## config.mk

```make
export PLATFORM = sky130hd
export DESIGN_NAME = dhcp_client_lease_engine
export DESIGN_NICKNAME = d
export VERILOG_FILES = /design/src/rtl/dcle_pkg.sv /design/src/rtl/dhcp_client_lease_engine.sv
export SDC_FILE = /design/constraint.sdc
export NUM_CORES = 1
export LEC_CHECK = 0
export BUFFER_PORTS_ARGS = -buffer_cell sky130_fd_sc_hd__buf_4
export CORE_UTILIZATION = 53
export CTS_CLUSTER_DIAMETER = 200
export DETAILED_ROUTE_END_ITERATION = 7
export HOLD_SLACK_MARGIN = 0.08
export MAX_ROUTING_LAYER = met4
export PLACE_DENSITY = 0.73
export SLEW_MARGIN = 20
export SYNTH_ARGS = -nofsm -noshare
export SYNTH_HDL_FRONTEND = slang
export SYNTH_SLANG_ARGS = --single-unit
```

## constraint.sdc

```tcl
create_clock -name clk -period 9.2 [get_ports clk]
set_input_delay 2.3 -clock clk [delete_from_list [all_inputs] [get_ports clk]]
set_output_delay 2.3 -clock clk [all_outputs]
set_load 0.02 [all_outputs]
```

## src/rtl/dcle_pkg.sv

```systemverilog
package dcle_pkg;

	// Input item kinds, carried on s_tuser.
	localparam logic [1:0] OP_TICK   = 2'd0;
	localparam logic [1:0] OP_HEADER = 2'd1;
	localparam logic [1:0] OP_OPTION = 2'd2;
	localparam logic [1:0] OP_END    = 2'd3;

	// Result kinds, carried on m_tuser.
	localparam logic [1:0] ACT_SEND_DISCOVER = 2'd0;
	localparam logic [1:0] ACT_SEND_REQUEST  = 2'd1;
	localparam logic [1:0] ACT_LEASE_ACQ     = 2'd2;
	localparam logic [1:0] ACT_LEASE_EXP     = 2'd3;

	// Configuration register indexes.
	localparam logic [1:0] REG_XID          = 2'd0;
	localparam logic [1:0] REG_DISCOVER_RTY = 2'd1;
	localparam logic [1:0] REG_REQUEST_RTY  = 2'd2;
	localparam logic [1:0] REG_LEASE        = 2'd3;

	localparam logic [15:0] DISCOVER_RTY_RST = 16'd5000;
	localparam logic [15:0] REQUEST_RTY_RST  = 16'd2000;
	localparam logic [23:0] LEASE_RST        = 24'd300000;

	// Client phases.
	localparam logic [1:0] PH_DISCOVER = 2'd0;
	localparam logic [1:0] PH_REQUEST  = 2'd1;
	localparam logic [1:0] PH_BOUND    = 2'd2;

	// Option parser phases.
	localparam logic [1:0] PP_CODE  = 2'd0;
	localparam logic [1:0] PP_LEN   = 2'd1;
	localparam logic [1:0] PP_VALUE = 2'd2;
	localparam logic [1:0] PP_DONE  = 2'd3;

	localparam logic [7:0] OPT_ROUTER   = 8'd3;
	localparam logic [7:0] OPT_DNS      = 8'd6;
	localparam logic [7:0] OPT_MSG_TYPE = 8'd53;
	localparam logic [7:0] OPT_END      = 8'd255;
	localparam logic [7:0] LEN_TYPE     = 8'd1;
	localparam logic [7:0] LEN_ADDR     = 8'd4;

	localparam logic [7:0] MSG_OFFER   = 8'd2;
	localparam logic [7:0] MSG_ACK     = 8'd5;
	localparam logic [7:0] BOOTP_REPLY = 8'd2;

	localparam logic [23:0] ELAPSED_MAX = 24'hFFFFFF;

endpackage

```

## src/rtl/dhcp_client_lease_engine.sv

```systemverilog
// A request's result, if any, is written to the result register when the request leaves
// the input register; the update logic between the two registers is combinational.
// Throughput: one request per cycle unless stalled; the single update stage applies ticks,
// header, option bytes and reply end to the lease state in the cycle they leave the input
// register. A request that produces a result waits in the input register while the result
// register still holds a result that has not been taken, and the input stalls behind it.
// Reset (arst_n low, asynchronous) puts the client in the discover phase with a send
// pending, clears all addresses and restores the default retry and lease intervals.
module dhcp_client_lease_engine #(
	parameter int OPTION_AREA_BYTES = 312
) (
	input  logic         clk,
	input  logic         arst_n,
	// Input stream.
	input  logic         s_tvalid,
	output logic         s_tready,
	// Fields from bit 0 up: reply_xid[31:0], reply_kind[7:0], your_address[31:0],
	// server_address[31:0], option_byte[7:0].
	input  logic [111:0] s_tdata,
	// Fields from bit 0 up: opcode[1:0].
	input  logic [1:0]   s_tuser,
	// Result stream.
	output logic         m_tvalid,
	input  logic         m_tready,
	// Fields from bit 0 up: xid_out[31:0], requested_address[31:0],
	// server_identifier[31:0], router_address[31:0], dns_address[31:0].
	output logic [159:0] m_tdata,
	// Fields from bit 0 up: action[1:0].
	output logic [1:0]   m_tuser,
	// Configuration write port.
	input  logic         cfg_we,
	input  logic [1:0]   cfg_index,
	input  logic [31:0]  cfg_data
);

	// The parse position has to be able to hold the full area size itself.
	localparam int PosW = $clog2(OPTION_AREA_BYTES + 1);

	// Configuration registers.
	logic [31:0] xid_q;
	logic [15:0] disc_rty_q;
	logic [15:0] req_rty_q;
	logic [23:0] lease_q;

	// Input register. The payload is held without reset; only the valid bit is control.
	logic         valid_s1;
	logic [1:0]   opcode_s1;
	logic [111:0] data_s1;

	// Field views of the registered request.
	logic [31:0] in_xid;
	logic [7:0]  in_kind;
	logic [31:0] in_your;
	logic [31:0] in_server;
	logic [7:0]  in_byte;

	assign in_xid    = data_s1[31:0];
	assign in_kind   = data_s1[39:32];
	assign in_your   = data_s1[71:40];
	assign in_server = data_s1[103:72];
	assign in_byte   = data_s1[111:104];

	// Lease state.
	logic [1:0]  phase_q;
	logic [23:0] elapsed_q;
	logic        send_now_q;
	logic [31:0] client_q;
	logic [31:0] server_id_q;
	logic [31:0] gateway_q;
	logic [31:0] dns_q;

	// Latched reply header.
	logic        hdr_valid_q;
	logic [31:0] hdr_your_q;
	logic [31:0] hdr_server_q;

	// Option parser state.
	logic [PosW-1:0] pos_q;
	logic [1:0]      pp_q;
	logic [7:0]      opt_code_q;
	logic [7:0]      opt_len_q;
	logic [7:0]      opt_rem_q;
	logic [31:0]     acc_q;
	logic            type_found_q;
	logic [7:0]      type_value_q;
	logic            router_seen_q;
	logic            dns_seen_q;
	logic [31:0]     router_cand_q;
	logic [31:0]     dns_cand_q;

	// Next-state values.
	logic [1:0]      phase_n;
	logic [23:0]     elapsed_n;
	logic            send_now_n;
	logic [31:0]     client_n;
	logic [31:0]     server_id_n;
	logic [31:0]     gateway_n;
	logic [31:0]     dns_n;
	logic            hdr_valid_n;
	logic [31:0]     hdr_your_n;
	logic [31:0]     hdr_server_n;
	logic [PosW-1:0] pos_n;
	logic [1:0]      pp_n;
	logic [7:0]      opt_code_n;
	logic [7:0]      opt_len_n;
	logic [7:0]      opt_rem_n;
	logic [31:0]     acc_n;
	logic            type_found_n;
	logic [7:0]      type_value_n;
	logic            router_seen_n;
	logic            dns_seen_n;
	logic [31:0]     router_cand_n;
	logic [31:0]     dns_cand_n;

	logic        emit;
	logic [1:0]  action_n;
	logic [23:0] elapsed_inc;
	logic        advance;

	// Result register.
	logic        out_valid_q;
	logic [1:0]  action_q;
	logic [159:0] out_data_q;

	// The registered request moves on unless it produces a result and the result
	// register is still occupied. Requests that produce nothing never wait.
	assign advance  = valid_s1 && (!out_valid_q || m_tready || !emit);
	assign s_tready = !valid_s1 || advance;

	assign m_tvalid = out_valid_q;
	assign m_tuser  = action_q;
	assign m_tdata  = out_data_q;

	assign elapsed_inc = (elapsed_q == dcle_pkg::ELAPSED_MAX) ? elapsed_q : elapsed_q + 24'd1;

	always_comb begin
		phase_n       = phase_q;
		elapsed_n     = elapsed_q;
		send_now_n    = send_now_q;
		client_n      = client_q;
		server_id_n   = server_id_q;
		gateway_n     = gateway_q;
		dns_n         = dns_q;
		hdr_valid_n   = hdr_valid_q;
		hdr_your_n    = hdr_your_q;
		hdr_server_n  = hdr_server_q;
		pos_n         = pos_q;
		pp_n          = pp_q;
		opt_code_n    = opt_code_q;
		opt_len_n     = opt_len_q;
		opt_rem_n     = opt_rem_q;
		acc_n         = acc_q;
		type_found_n  = type_found_q;
		type_value_n  = type_value_q;
		router_seen_n = router_seen_q;
		dns_seen_n    = dns_seen_q;
		router_cand_n = router_cand_q;
		dns_cand_n    = dns_cand_q;
		emit          = 1'b0;
		action_n      = dcle_pkg::ACT_SEND_DISCOVER;

		case (opcode_s1)
			dcle_pkg::OP_TICK: begin
				// The counter advances first; a send restarts it, an expiry leaves it.
				elapsed_n = elapsed_inc;
				case (phase_q)
					dcle_pkg::PH_DISCOVER: begin
						if (send_now_q || elapsed_inc > {8'd0, disc_rty_q}) begin
							send_now_n = 1'b0;
							elapsed_n  = '0;
							emit       = 1'b1;
							action_n   = dcle_pkg::ACT_SEND_DISCOVER;
						end
					end
					dcle_pkg::PH_REQUEST: begin
						if (send_now_q || elapsed_inc > {8'd0, req_rty_q}) begin
							send_now_n = 1'b0;
							elapsed_n  = '0;
							emit       = 1'b1;
							action_n   = dcle_pkg::ACT_SEND_REQUEST;
						end
					end
					dcle_pkg::PH_BOUND: begin
						if (elapsed_inc > lease_q) begin
							phase_n    = dcle_pkg::PH_DISCOVER;
							send_now_n = 1'b1;
							client_n   = '0;
							emit       = 1'b1;
							action_n   = dcle_pkg::ACT_LEASE_EXP;
						end
					end
					default: begin
					end
				endcase
			end
			dcle_pkg::OP_HEADER: begin
				// A new header always restarts the parser, even mid-reply.
				hdr_your_n    = in_your;
				hdr_server_n  = in_server;
				hdr_valid_n   = (in_xid == xid_q) && (in_kind == dcle_pkg::BOOTP_REPLY);
				pos_n         = '0;
				pp_n          = dcle_pkg::PP_CODE;
				opt_code_n    = '0;
				opt_len_n     = '0;
				opt_rem_n     = '0;
				acc_n         = '0;
				type_found_n  = 1'b0;
				type_value_n  = '0;
				router_seen_n = 1'b0;
				dns_seen_n    = 1'b0;
				router_cand_n = '0;
				dns_cand_n    = '0;
			end
			dcle_pkg::OP_OPTION: begin
				// Bytes after the end option or past the option area are dropped.
				if (pp_q != dcle_pkg::PP_DONE && pos_q < PosW'(OPTION_AREA_BYTES)) begin
					pos_n = pos_q + PosW'(1);
					case (pp_q)
						dcle_pkg::PP_CODE: begin
							if (in_byte == dcle_pkg::OPT_END) begin
								pp_n = dcle_pkg::PP_DONE;
							end else begin
								opt_code_n = in_byte;
								pp_n       = dcle_pkg::PP_LEN;
							end
						end
						dcle_pkg::PP_LEN: begin
							opt_len_n = in_byte;
							opt_rem_n = in_byte;
							acc_n     = '0;
							pp_n      = (in_byte == 8'd0) ? dcle_pkg::PP_CODE : dcle_pkg::PP_VALUE;
						end
						dcle_pkg::PP_VALUE: begin
							acc_n     = {acc_q[23:0], in_byte};
							opt_rem_n = opt_rem_q - 8'd1;
							if (opt_rem_q == 8'd1) begin
								// Only the first message type counts; later address
								// options replace earlier ones.
								if (opt_code_q == dcle_pkg::OPT_MSG_TYPE &&
								    opt_len_q == dcle_pkg::LEN_TYPE && !type_found_q) begin
									type_found_n = 1'b1;
									type_value_n = in_byte;
								end else if (opt_code_q == dcle_pkg::OPT_ROUTER &&
								             opt_len_q == dcle_pkg::LEN_ADDR) begin
									router_seen_n = 1'b1;
									router_cand_n = {acc_q[23:0], in_byte};
								end else if (opt_code_q == dcle_pkg::OPT_DNS &&
								             opt_len_q == dcle_pkg::LEN_ADDR) begin
									dns_seen_n = 1'b1;
									dns_cand_n = {acc_q[23:0], in_byte};
								end
								pp_n = dcle_pkg::PP_CODE;
							end
						end
						default: begin
						end
					endcase
				end
			end
			dcle_pkg::OP_END: begin
				// The reply is judged once; the parser then waits for the next header.
				hdr_valid_n = 1'b0;
				pp_n        = dcle_pkg::PP_DONE;
				if (hdr_valid_q && type_found_q) begin
					if (type_value_q == dcle_pkg::MSG_OFFER && phase_q == dcle_pkg::PH_DISCOVER) begin
						if (hdr_your_q != 32'd0) begin
							client_n    = hdr_your_q;
							server_id_n = hdr_server_q;
							phase_n     = dcle_pkg::PH_REQUEST;
							send_now_n  = 1'b1;
						end
					end else if (type_value_q == dcle_pkg::MSG_ACK &&
					             phase_q == dcle_pkg::PH_REQUEST) begin
						if (hdr_your_q == client_q) begin
							if (router_seen_q) begin
								gateway_n = router_cand_q;
							end
							if (dns_seen_q) begin
								dns_n = dns_cand_q;
							end
							phase_n  = dcle_pkg::PH_BOUND;
							emit     = 1'b1;
							action_n = dcle_pkg::ACT_LEASE_ACQ;
						end
					end
				end
			end
			default: begin
			end
		endcase
	end

	// Control and lease state, configuration registers.
	always_ff @(posedge clk or negedge arst_n) begin
		if (!arst_n) begin
			xid_q         <= '0;
			disc_rty_q    <= dcle_pkg::DISCOVER_RTY_RST;
			req_rty_q     <= dcle_pkg::REQUEST_RTY_RST;
			lease_q       <= dcle_pkg::LEASE_RST;
			valid_s1      <= 1'b0;
			out_valid_q   <= 1'b0;
			action_q      <= dcle_pkg::ACT_SEND_DISCOVER;
			phase_q       <= dcle_pkg::PH_DISCOVER;
			elapsed_q     <= '0;
			send_now_q    <= 1'b1;
			client_q      <= '0;
			server_id_q   <= '0;
			gateway_q     <= '0;
			dns_q         <= '0;
			hdr_valid_q   <= 1'b0;
			hdr_your_q    <= '0;
			hdr_server_q  <= '0;
			pos_q         <= '0;
			pp_q          <= dcle_pkg::PP_CODE;
			opt_code_q    <= '0;
			opt_len_q     <= '0;
			opt_rem_q     <= '0;
			acc_q         <= '0;
			type_found_q  <= 1'b0;
			type_value_q  <= '0;
			router_seen_q <= 1'b0;
			dns_seen_q    <= 1'b0;
			router_cand_q <= '0;
			dns_cand_q    <= '0;
		end else begin
			if (cfg_we) begin
				case (cfg_index)
					dcle_pkg::REG_XID:          xid_q      <= cfg_data;
					dcle_pkg::REG_DISCOVER_RTY: disc_rty_q <= cfg_data[15:0];
					dcle_pkg::REG_REQUEST_RTY:  req_rty_q  <= cfg_data[15:0];
					dcle_pkg::REG_LEASE:        lease_q    <= cfg_data[23:0];
					default: begin
					end
				endcase
			end

			if (s_tready) begin
				valid_s1 <= s_tvalid;
			end

			if (advance && emit) begin
				out_valid_q <= 1'b1;
				action_q    <= action_n;
			end else if (m_tready) begin
				out_valid_q <= 1'b0;
			end

			if (advance) begin
				phase_q       <= phase_n;
				elapsed_q     <= elapsed_n;
				send_now_q    <= send_now_n;
				client_q      <= client_n;
				server_id_q   <= server_id_n;
				gateway_q     <= gateway_n;
				dns_q         <= dns_n;
				hdr_valid_q   <= hdr_valid_n;
				hdr_your_q    <= hdr_your_n;
				hdr_server_q  <= hdr_server_n;
				pos_q         <= pos_n;
				pp_q          <= pp_n;
				opt_code_q    <= opt_code_n;
				opt_len_q     <= opt_len_n;
				opt_rem_q     <= opt_rem_n;
				acc_q         <= acc_n;
				type_found_q  <= type_found_n;
				type_value_q  <= type_value_n;
				router_seen_q <= router_seen_n;
				dns_seen_q    <= dns_seen_n;
				router_cand_q <= router_cand_n;
				dns_cand_q    <= dns_cand_n;
			end
		end
	end

	// Payload registers.
	always_ff @(posedge clk) begin
		if (s_tready && s_tvalid) begin
			opcode_s1 <= s_tuser;
			data_s1   <= s_tdata;
		end
		if (advance && emit) begin
			// A result reports the state as it stands after this request.
			out_data_q <= {dns_n, gateway_n, server_id_n, client_n, xid_q};
		end
	end

`ifndef ASSERT_OFF
	// An expiry result never carries a client address.
	a_expiry_clears_addr: assert property (@(posedge clk) disable iff (!arst_n)
		(m_tvalid && m_tuser == dcle_pkg::ACT_LEASE_EXP) |-> (m_tdata[63:32] == 32'd0))
		else $error("lease expiry reported with a nonzero address");

	// A reply end always invalidates the latched header.
	a_end_drops_header: assert property (@(posedge clk) disable iff (!arst_n)
		(advance && opcode_s1 == dcle_pkg::OP_END) |=> !hdr_valid_q)
		else $error("header still valid after reply end");

	// Sending a discover or request restarts the retry timer.
	a_send_restarts_timer: assert property (@(posedge clk) disable iff (!arst_n)
		(advance && emit && opcode_s1 == dcle_pkg::OP_TICK &&
		 (action_n == dcle_pkg::ACT_SEND_DISCOVER || action_n == dcle_pkg::ACT_SEND_REQUEST))
		|=> (elapsed_q == 24'd0))
		else $error("retry timer not restarted after a send");

	// The parser never walks past the option area.
	a_pos_in_area: assert property (@(posedge clk) disable iff (!arst_n)
		pos_q <= PosW'(OPTION_AREA_BYTES))
		else $error("option parse position beyond the option area");

	// A lease is only reported acquired on entry to the bound phase.
	a_acquire_binds: assert property (@(posedge clk) disable iff (!arst_n)
		(advance && emit && action_n == dcle_pkg::ACT_LEASE_ACQ)
		|=> (phase_q == dcle_pkg::PH_BOUND))
		else $error("lease acquired without entering the bound phase");
`endif

endmodule
```

# Word level (Yosys, flattened, before mapping)
# Cells that the tools add are included.
classes:
  addsub: 3
  order_cmp: 4
  eq_ne: 50
  n_mux: 119
  n_reduce_logical: 49
ops:
  columns: ["op", "n"]
  rows:
  - ["$mux W32", 32]
  - ["$pmux W32 S2", 3]
  - ["$pmux W24 S2", 3]
  - ["$mux W24", 4]
  - ["$mux W8", 10]
  - ["$pmux W8 S2", 5]
  - ["$eq A32 B32 Y1", 2]
  - ["$gt A24 B16 Y1", 2]
  - ["$mux W2", 16]
  - ["$reduce_bool A32 Y1", 1]
  - ["$mux W1", 31]
  - ["$ne A2 B2 Y1 const B", 15]
  - ["$add A24 B1 Y24 const B", 1]
  - ["$eq A24 B24 Y1 const B", 1]
  - ["$eq A8 B2 Y1 const B", 3]
  - ["$eq A8 B3 Y1 const B", 3]
  - ["$gt A24 B24 Y1", 1]
  - ["$ne A3 B3 Y1 const B", 7]
  - ["$pmux W9 S2", 1]
  - ["$eq A8 B1 Y1 const B", 2]
  - ["$reduce_and A8 Y1", 2]
  - ["$reduce_and A2 Y1", 7]
  - ["$eq A2 B2 Y1 const B", 6]
  - ["$logic_and A1 B1 Y1", 12]
  - ["27 further kinds", 55]
word_totals:
  ff_bits: 720
  inputBits: 153
  output_inout_bits: 164
  word_cells: 257

# Depth between registers and ports, before layout
logic_depth:
  word_depth: 12
  ltp_mapped: 21
  mapped_depth_nobuf: 19

# Worst setup path before layout
# Ideal clock, no wire load.
synth_path:
  path_type: "flip-flop to flip-flop"
  from: "register elapsed_q[0]"
  to: "register out_data_q[0], in the netlist m_tdata[0], enable pin"
  setup_ns: 0.512
  arrival_time_ns: 7.141
  required_ns: 8.688
  setup_slack_ns: 1.546
  path_stages_with_launch: 20
  n_path_buf: 0
  path_cell_list: "dfrtp_1 > ha_1 > nand3_1 > or4_1 > nor2_1 > nor2_1 > nand2_1 > nor2_1 > and4_1 > xor2_1 > ha_1 > nand4_1 > nor4_1 > o221ai_1 > a21oi_1 > nor2_1 > a31oi_1 > o31ai_1 > nand2b_1 > inv_1"
synth_between:
  elab_chain_len: 11
  elab_cells_between_ends: 17
  classes_between: "add/sub (1); order compare (3); eq/ne (1); mux (6); reduce/logical (6)"
synth_lines:
  columns: ["element", "line", "source"]
  rows:
  - ["from (decl)", "dhcp_client_lease_engine.sv:65", "logic [23:0] elapsed_q;"]
  - ["from (signal assigned)", "dhcp_client_lease_engine.sv:350", "elapsed_q <= elapsed_n;"]
  - ["$add A24 B1 Y24 / $eq A24 B24 Y1 (equally long branches)", "dhcp_client_lease_engine.sv:134", "assign elapsed_inc = (elapsed_q == dcle_pkg::ELAPSED_MAX) ? elapsed_q : elapsed_q + 24'd1;"]
  - ["$mux W24 (*)", "dhcp_client_lease_engine.sv:134", null]
  - ["$gt A24 B16 Y1, on equally long branches", "dhcp_client_lease_engine.sv:176, dhcp_client_lease_engine.sv:168", null]
  - ["$logic_or A1 B1 Y1, on equally long branches", "dhcp_client_lease_engine.sv:176, dhcp_client_lease_engine.sv:168", null]
  - ["$mux W1, on equally long branches", "dhcp_client_lease_engine.sv:176, dhcp_client_lease_engine.sv:168", null]
  - ["$pmux W1 S3 (*)", "dhcp_client_lease_engine.sv:166", "case (phase_q)"]
  - ["$pmux W1 S2 (*)", "dhcp_client_lease_engine.sv:162", "case (opcode_s1)"]
  - ["$logic_not A1 Y1", "dhcp_client_lease_engine.sv:127", "assign advance = valid_s1 && (!out_valid_q || m_tready || !emit);"]
  - ["$logic_or A1 B1 Y1", "dhcp_client_lease_engine.sv:127", null]
  - ["$logic_and A1 B1 Y1", "dhcp_client_lease_engine.sv:127", null]
  - ["$logic_and A1 B1 Y1 (*)", "dhcp_client_lease_engine.sv:381", "if (advance && emit) begin"]
  - ["to (signal assigned)", "dhcp_client_lease_engine.sv:383", "out_data_q <= {dns_n, gateway_n, server_id_n, client_n, xid_q};"]
  - ["to (decl)", "dhcp_client_lease_engine.sv:123", "logic [159:0] out_data_q;"]
# Every way passes the cells marked *; elsewhere a longest branch is shown, timed or not.
# A chain may end at the register's enable or synchronous reset.

# Final worst setup path
layout_path:
  from: "register elapsed_q[0]"
  to: "output s_tready"
layout_between:
  elab_chain_len: 11
  elab_cells_between_ends: 17
  classes_between: "add/sub (1); order compare (3); eq/ne (1); mux (6); reduce/logical (6)"
layout_lines:
  columns: ["element", "line", "source"]
  rows:
  - ["$add A24 B1 Y24 / $eq A24 B24 Y1 (equally long branches)", "dhcp_client_lease_engine.sv:134", null]
  - ["$mux W24 (*)", "dhcp_client_lease_engine.sv:134", null]
  - ["$gt A24 B16 Y1, on equally long branches", "dhcp_client_lease_engine.sv:176, dhcp_client_lease_engine.sv:168", null]
  - ["$logic_or A1 B1 Y1, on equally long branches", "dhcp_client_lease_engine.sv:176, dhcp_client_lease_engine.sv:168", null]
  - ["$mux W1, on equally long branches", "dhcp_client_lease_engine.sv:176, dhcp_client_lease_engine.sv:168", null]
  - ["$pmux W1 S3 (*)", "dhcp_client_lease_engine.sv:166", null]
  - ["$pmux W1 S2 (*)", "dhcp_client_lease_engine.sv:162", null]
  - ["$logic_not A1 Y1 (*)", "dhcp_client_lease_engine.sv:127", null]
  - ["$logic_or A1 B1 Y1 (*)", "dhcp_client_lease_engine.sv:127", null]
  - ["$logic_and A1 B1 Y1 (*)", "dhcp_client_lease_engine.sv:127", null]
  - ["$logic_or A1 B1 Y1 (*)", "dhcp_client_lease_engine.sv:128", "assign s_tready = !valid_s1 || advance;"]
  - ["to (decl)", "dhcp_client_lease_engine.sv:16", "output logic s_tready,"]
# Marks and branches as above.

==> flow_summary.html <==
<table>
<tr><th>Metric</th><th>Value</th></tr>
<tr><th colspan="2">Outcome</th></tr>
<tr><td>Status</td><td>complete, no violations</td></tr>
<tr><th colspan="2">Floorplanning</th></tr>
<tr><td>Effective utilization at floorplan</td><td>0.539</td></tr>
<tr><td>Die width</td><td>242 um</td></tr>
<tr><td>Core area</td><td>between 50000 and 60000 sq um</td></tr>
<tr><td>Die ar.</td><td>around 59000 sq um</td></tr>
<tr><td>Number of cell rows</td><td>87</td></tr>
<tr><td>Vertical die dimension</td><td>242 um</td></tr>
<tr><td>Boundary pin count</td><td>317</td></tr>
<tr><th colspan="2">Layout</th></tr>
<tr><td>Top library cells by usage in the layout, fill and taps aside</td><td>dfrtp_1 (426), buf_4 (335), edfxtp_1 (274), mux2_2 (262), nand2_1 (216)</td></tr>
<tr><td>Synthesis-to-finish area growth</td><td>18.5%</td></tr>
<tr><td>Leading cell type in the layout, fill and taps excluded</td><td>dfrtp_1</td></tr>
<tr><td>Fraction of layout cells with a size suffix above 1</td><td>0.296</td></tr>
<tr><td>Count of fill cells added during filler insertion</td><td>4187</td></tr>
<tr><td>Largest register FFs</td><td>160</td></tr>
<tr><td>Count of nets after finishing</td><td>2754</td></tr>
<tr><td>Share of the core filled with cells</td><td>0.639</td></tr>
<tr><th colspan="2">Setup path</th></tr>
<tr><td>Highest net fanout along the worst path</td><td>7</td></tr>
<tr><td>Reg-to-Reg Start</td><td>elapsed_q[0]</td></tr>
<tr><td>Path depth of the worst reg2reg path</td><td>20</td></tr>
<tr><td>Startpoint-to-endpoint class of the critical path</td><td>reg2out</td></tr>
<tr><td>CP startpoint</td><td>elapsed_q[0]</td></tr>
<tr><td>Data required time of the critical path</td><td>6.90 ns</td></tr>
<tr><td>Critical Path Slowest Stage Cell</td><td>or4_1</td></tr>
<tr><td>Most frequent CP cell</td><td>nor2_1</td></tr>
<tr><td>Nature of the critical path startpoint</td><td>flip-flop</td></tr>
<tr><td>Max incr delay on CP</td><td>between 0.5 and 0.6 ns</td></tr>
<tr><td>Series of cell instances along the critical path</td><td>ha_1 -&gt; nand3_1 -&gt; or4_1 -&gt; nor2_1 -&gt; nor2_1 -&gt; nand2_1 -&gt; nor2_1 -&gt; and4_1 -&gt; xor2_1 -&gt; ha_1 -&gt; nand4_1 -&gt; nor4_1 -&gt; o221ai_1 -&gt; a21oi_1 -&gt; nor2_1 -&gt; a31oi_1 -&gt; o31ai_1 -&gt; or2_2 -&gt; buf_4</td></tr>
<tr><td>Reg-to-Reg End</td><td>dns_q[16]</td></tr>
<tr><td>Bufs and invs on worst path</td><td>1</td></tr>
<tr><td>Cell type group with the largest total delay on the critical path</td><td>simple AND/OR/NAND/NOR gates</td></tr>
<tr><td>Reg-to-reg setup timing slack</td><td>about 2.2 ns</td></tr>
<tr><td>Data arrival at the endpoint of the critical path</td><td>5.94 ns</td></tr>
<tr><td>Kind of end point of the critical path</td><td>output pin</td></tr>
<tr><th colspan="2">Detailed routing</th></tr>
<tr><td>Total DRC errors in the routed layout</td><td>0</td></tr>
<tr><td>Per-cell via count in the routed design</td><td>5.66</td></tr>
<tr><td>Post-Route WL</td><td>slightly above 70 mm</td></tr>
<tr><td>First drt pass iteration count</td><td>7</td></tr>
<tr><td>Remaining antenna violation count after routing</td><td>0</td></tr>
<tr><td>Vias post-DR</td><td>19000</td></tr>
<tr><td>Wire per inst</td><td>21.2 um</td></tr>
<tr><td>Drt initial violations</td><td>1261</td></tr>
<tr><th colspan="2">Yosys</th></tr>
<tr><td>Cells taking the most area after synthesis</td><td>dfrtp_1 (35%), edfxtp_1 (27%), mux2_2 (9.6%), mux2_1 (3.4%), ha_1 (2.9%)</td></tr>
<tr><td>Post-synthesis cell type with the largest combined area</td><td>dfrtp_1</td></tr>
<tr><td>Netlist area before placement</td><td>30600 sq um</td></tr>
<tr><td>Warning count from the yosys run</td><td>0</td></tr>
<tr><td>Post-synthesis cell count</td><td>approximately 2200</td></tr>
<tr><td>Post-synth ARST share</td><td>0.619</td></tr>
<tr><td>Ys flop type</td><td>dfrtp_1</td></tr>
<tr><td>Post-synth EDFFs</td><td>about 270</td></tr>
<tr><td>Area share of the leading cell type in the synthesized netlist</td><td>0.348</td></tr>
<tr><td>Flip-flop and latch count after synthesis</td><td>720</td></tr>
<tr><td>Number of unique standard cell types used by synthesis</td><td>73</td></tr>
<tr><td>Mapped Avg Cell Area</td><td>~14 sq um</td></tr>
<tr><td>Portion of the post-synthesis area used by sequential elements</td><td>0.635</td></tr>
<tr><td>Net count after synthesis</td><td>2433</td></tr>
<tr><th colspan="2">GRT</th></tr>
<tr><td>Final global-route overflow total</td><td>0</td></tr>
<tr><td>Via count of the first global-routing pass</td><td>19900</td></tr>
<tr><td>First-pass GRT wire length</td><td>113 mm</td></tr>
<tr><td>Overall fraction of global-route tracks in use</td><td>0.253</td></tr>
<tr><td>Maximum number of pins on one net before global-route repair</td><td>154</td></tr>
<tr><td>Initial antenna violation count</td><td>8</td></tr>
<tr><th colspan="2">STA</th></tr>
<tr><td>TNS Setup</td><td>0 ns</td></tr>
<tr><td>Max frequency</td><td>121 MHz</td></tr>
<tr><td>Final hold violations</td><td>0</td></tr>
<tr><td>Final setup fails</td><td>0</td></tr>
<tr><td>Clock period minus final worst setup slack</td><td>8.24 ns</td></tr>
<tr><td>Share of the clock period used by the worst path</td><td>0.896</td></tr>
<tr><td>Final Worst Setup Slack</td><td>about 0.96 ns</td></tr>
<tr><td>Setup repair after global routing missed its margin</td><td>false</td></tr>
<tr><td>Max-slew headroom</td><td>0.273</td></tr>
<tr><td>Number of pins exceeding their max-slew limit in the final report</td><td>0</td></tr>
<tr><td>Transition time at the pin with the least slew margin</td><td>1.09 ns</td></tr>
<tr><td>Clock skew</td><td>0.0291 ns</td></tr>
<tr><th colspan="2">Placed design</th></tr>
<tr><td>DP Wirelength</td><td>around 48 mm</td></tr>
<tr><td>Port-buffer cells</td><td>316</td></tr>
<tr><td>Worst setup timing slack at the placement stage</td><td>1.58 ns</td></tr>
<tr><td>Global placer's final weighted congestion</td><td>~0.9</td></tr>
<tr><th colspan="2">Clock tree</th></tr>
<tr><td>H-tree levels</td><td>3</td></tr>
<tr><td>Postcts setup bufs</td><td>0</td></tr>
<tr><td>Maximum root-to-sink buffer count</td><td>3</td></tr>
<tr><td>Clock input transition at the sequential cells of the worst setup and hold paths</td><td>0.06 ns</td></tr>
<tr><td>Cts bufs inserted</td><td>75</td></tr>
<tr><td>CTS tree</td><td>built</td></tr>
<tr><td>Clk_lat worst skew</td><td>0.63 ns</td></tr>
<tr><td>Clk sinks</td><td>slightly above 700</td></tr>
<tr><td>CTS hold repair buffers</td><td>0</td></tr>
<tr><td>Post-CTS resize count</td><td>0</td></tr>
<tr><td>CTS Root Cell</td><td>clkbuf_16</td></tr>
<tr><th colspan="2">Worst hold path</th></tr>
<tr><td>Start point of the worst hold path</td><td>data_s1[100]</td></tr>
<tr><td>Endpoint of the worst hold-timing path</td><td>hdr_server_q[28]</td></tr>
<tr><td>Type of the worst min-delay path</td><td>reg2reg</td></tr>
<tr><td>Cell count of the worst hold path</td><td>1</td></tr>
<tr><th colspan="2">Flow run</th></tr>
<tr><td>Max-cap violations</td><td>0</td></tr>
<tr><th colspan="2">Pwr</th></tr>
<tr><td>Worst VDD drop</td><td>0.195 mV</td></tr>
<tr><td>LEAKAGE</td><td>16.2 nW</td></tr>
<tr><td>Power Density</td><td>approximately 220 nW/um^2</td></tr>
</table>
-- cell families after synthesis --
logic type | count (synthesis) | synth area share
flip-flops | 720 | 0.635
AND/OR/NAND/NOR | 453 | 0.0726
multiplexers | 364 | 0.134
AO/OA/AOI/OAI | 342 | 0.0797
buffers and inverters | 179 | 0.0278
XOR/XNOR | 78 | 0.0223
adder cells (fa/ha/maj) | 72 | 0.0294
-- where the power goes --
part           internal [mW]  leakage, nW  switching, mW  total [mW]
registers               3.66         8.54          0.241        3.90
logic                  0.456         6.44          0.580        1.04
clock network           1.87         1.26           1.27        3.14
-- worst reg2reg max path: cells and delay by family (launching register included) --
family	cells	cell delay (ns)
AOI/OAI and AO/OA	4	1.07
xor gates and xnor gates	1	0.42
adders and majority gates	2	0.43
buffers and inverters	1	0.60
DFF	1	0.42
muxes	1	0.42
and+or+nand+nor	11	3.58
-- worst max-delay path by stage --
stage | depth (start not counted) | endpoint | slack, ns
5_1_grt | 19 | s_tready | 0.38
3_3_place_gp | 19 | s_tready | 1.65
6_report | 19 | s_tready | 0.96
4_1_cts | 19 | s_tready | 0.91
3_5_place_dp | 19 | s_tready | 1.58
2_1_floorplan | 19 | m_tdata[0] | 1.55
-- final cells by class --
| type | count | area, sq um | area share |
|---|---|---|---|
| clock inverters | 36 | 483 | 0.0133 |
| flip-flops and latches | 720 | 19400 | 0.535 |
| well taps | 756 | 946 | 0.0261 |
| multi-input cells | 1309 | 10400 | 0.286 |
| clock buffers | 104 | 2110 | 0.0581 |
| inverters | 83 | 317 | 0.00873 |
| repair buffers | 340 | 2620 | 0.0722 |
| diodes | 8 | 20.0 | 0.000552 |
-- per-layer routing --
| metal | track usage | part of all wire |
|---|---|---|
| met5 | - | 0 |
| met3 | 0.0636 | 0.063 |
| met1 | 0.316 | 0.42 |
| met2 | 0.416 | 0.50 |
| met4 | 0.0588 | 0.017 |
-- stage by stage --
stage | total power [mW] | area, sq um | hold WS (ns) | cells
3_3_place_gp | 4.94 | 33600 | 0.437 | 3207
6_report | 8.07 | 36300 | 0.448 | 3356
3_5_place_dp | 4.99 | 33600 | 0.443 | 3207
4_1_cts | 8.13 | 36200 | 0.455 | 3347
2_1_floorplan | 4.59 | 30600 | 0.432 | 2208
5_1_grt | 8.40 | 36300 | 0.474 | 3356
-- cells in the mapped netlist (all sizes together) (9+ instances only) --
cell    number
nand4       32
a22o        99
o31ai       13
ha          72
xor2        50
nand2      220
a21oi       44
dfstp       20
dfrtp      426
xnor2       28
or2          9
inv         83
a32o        14
edfxtp     274
mux2       355
mux2i        9
and3        15
clkbuf      60
or3         10
nor2        40
o211ai      13
o21ai      103
o21a         9
nand3       45
nor4        28
nor3        15
buf         36
Power figures use the tool's default switching activity.
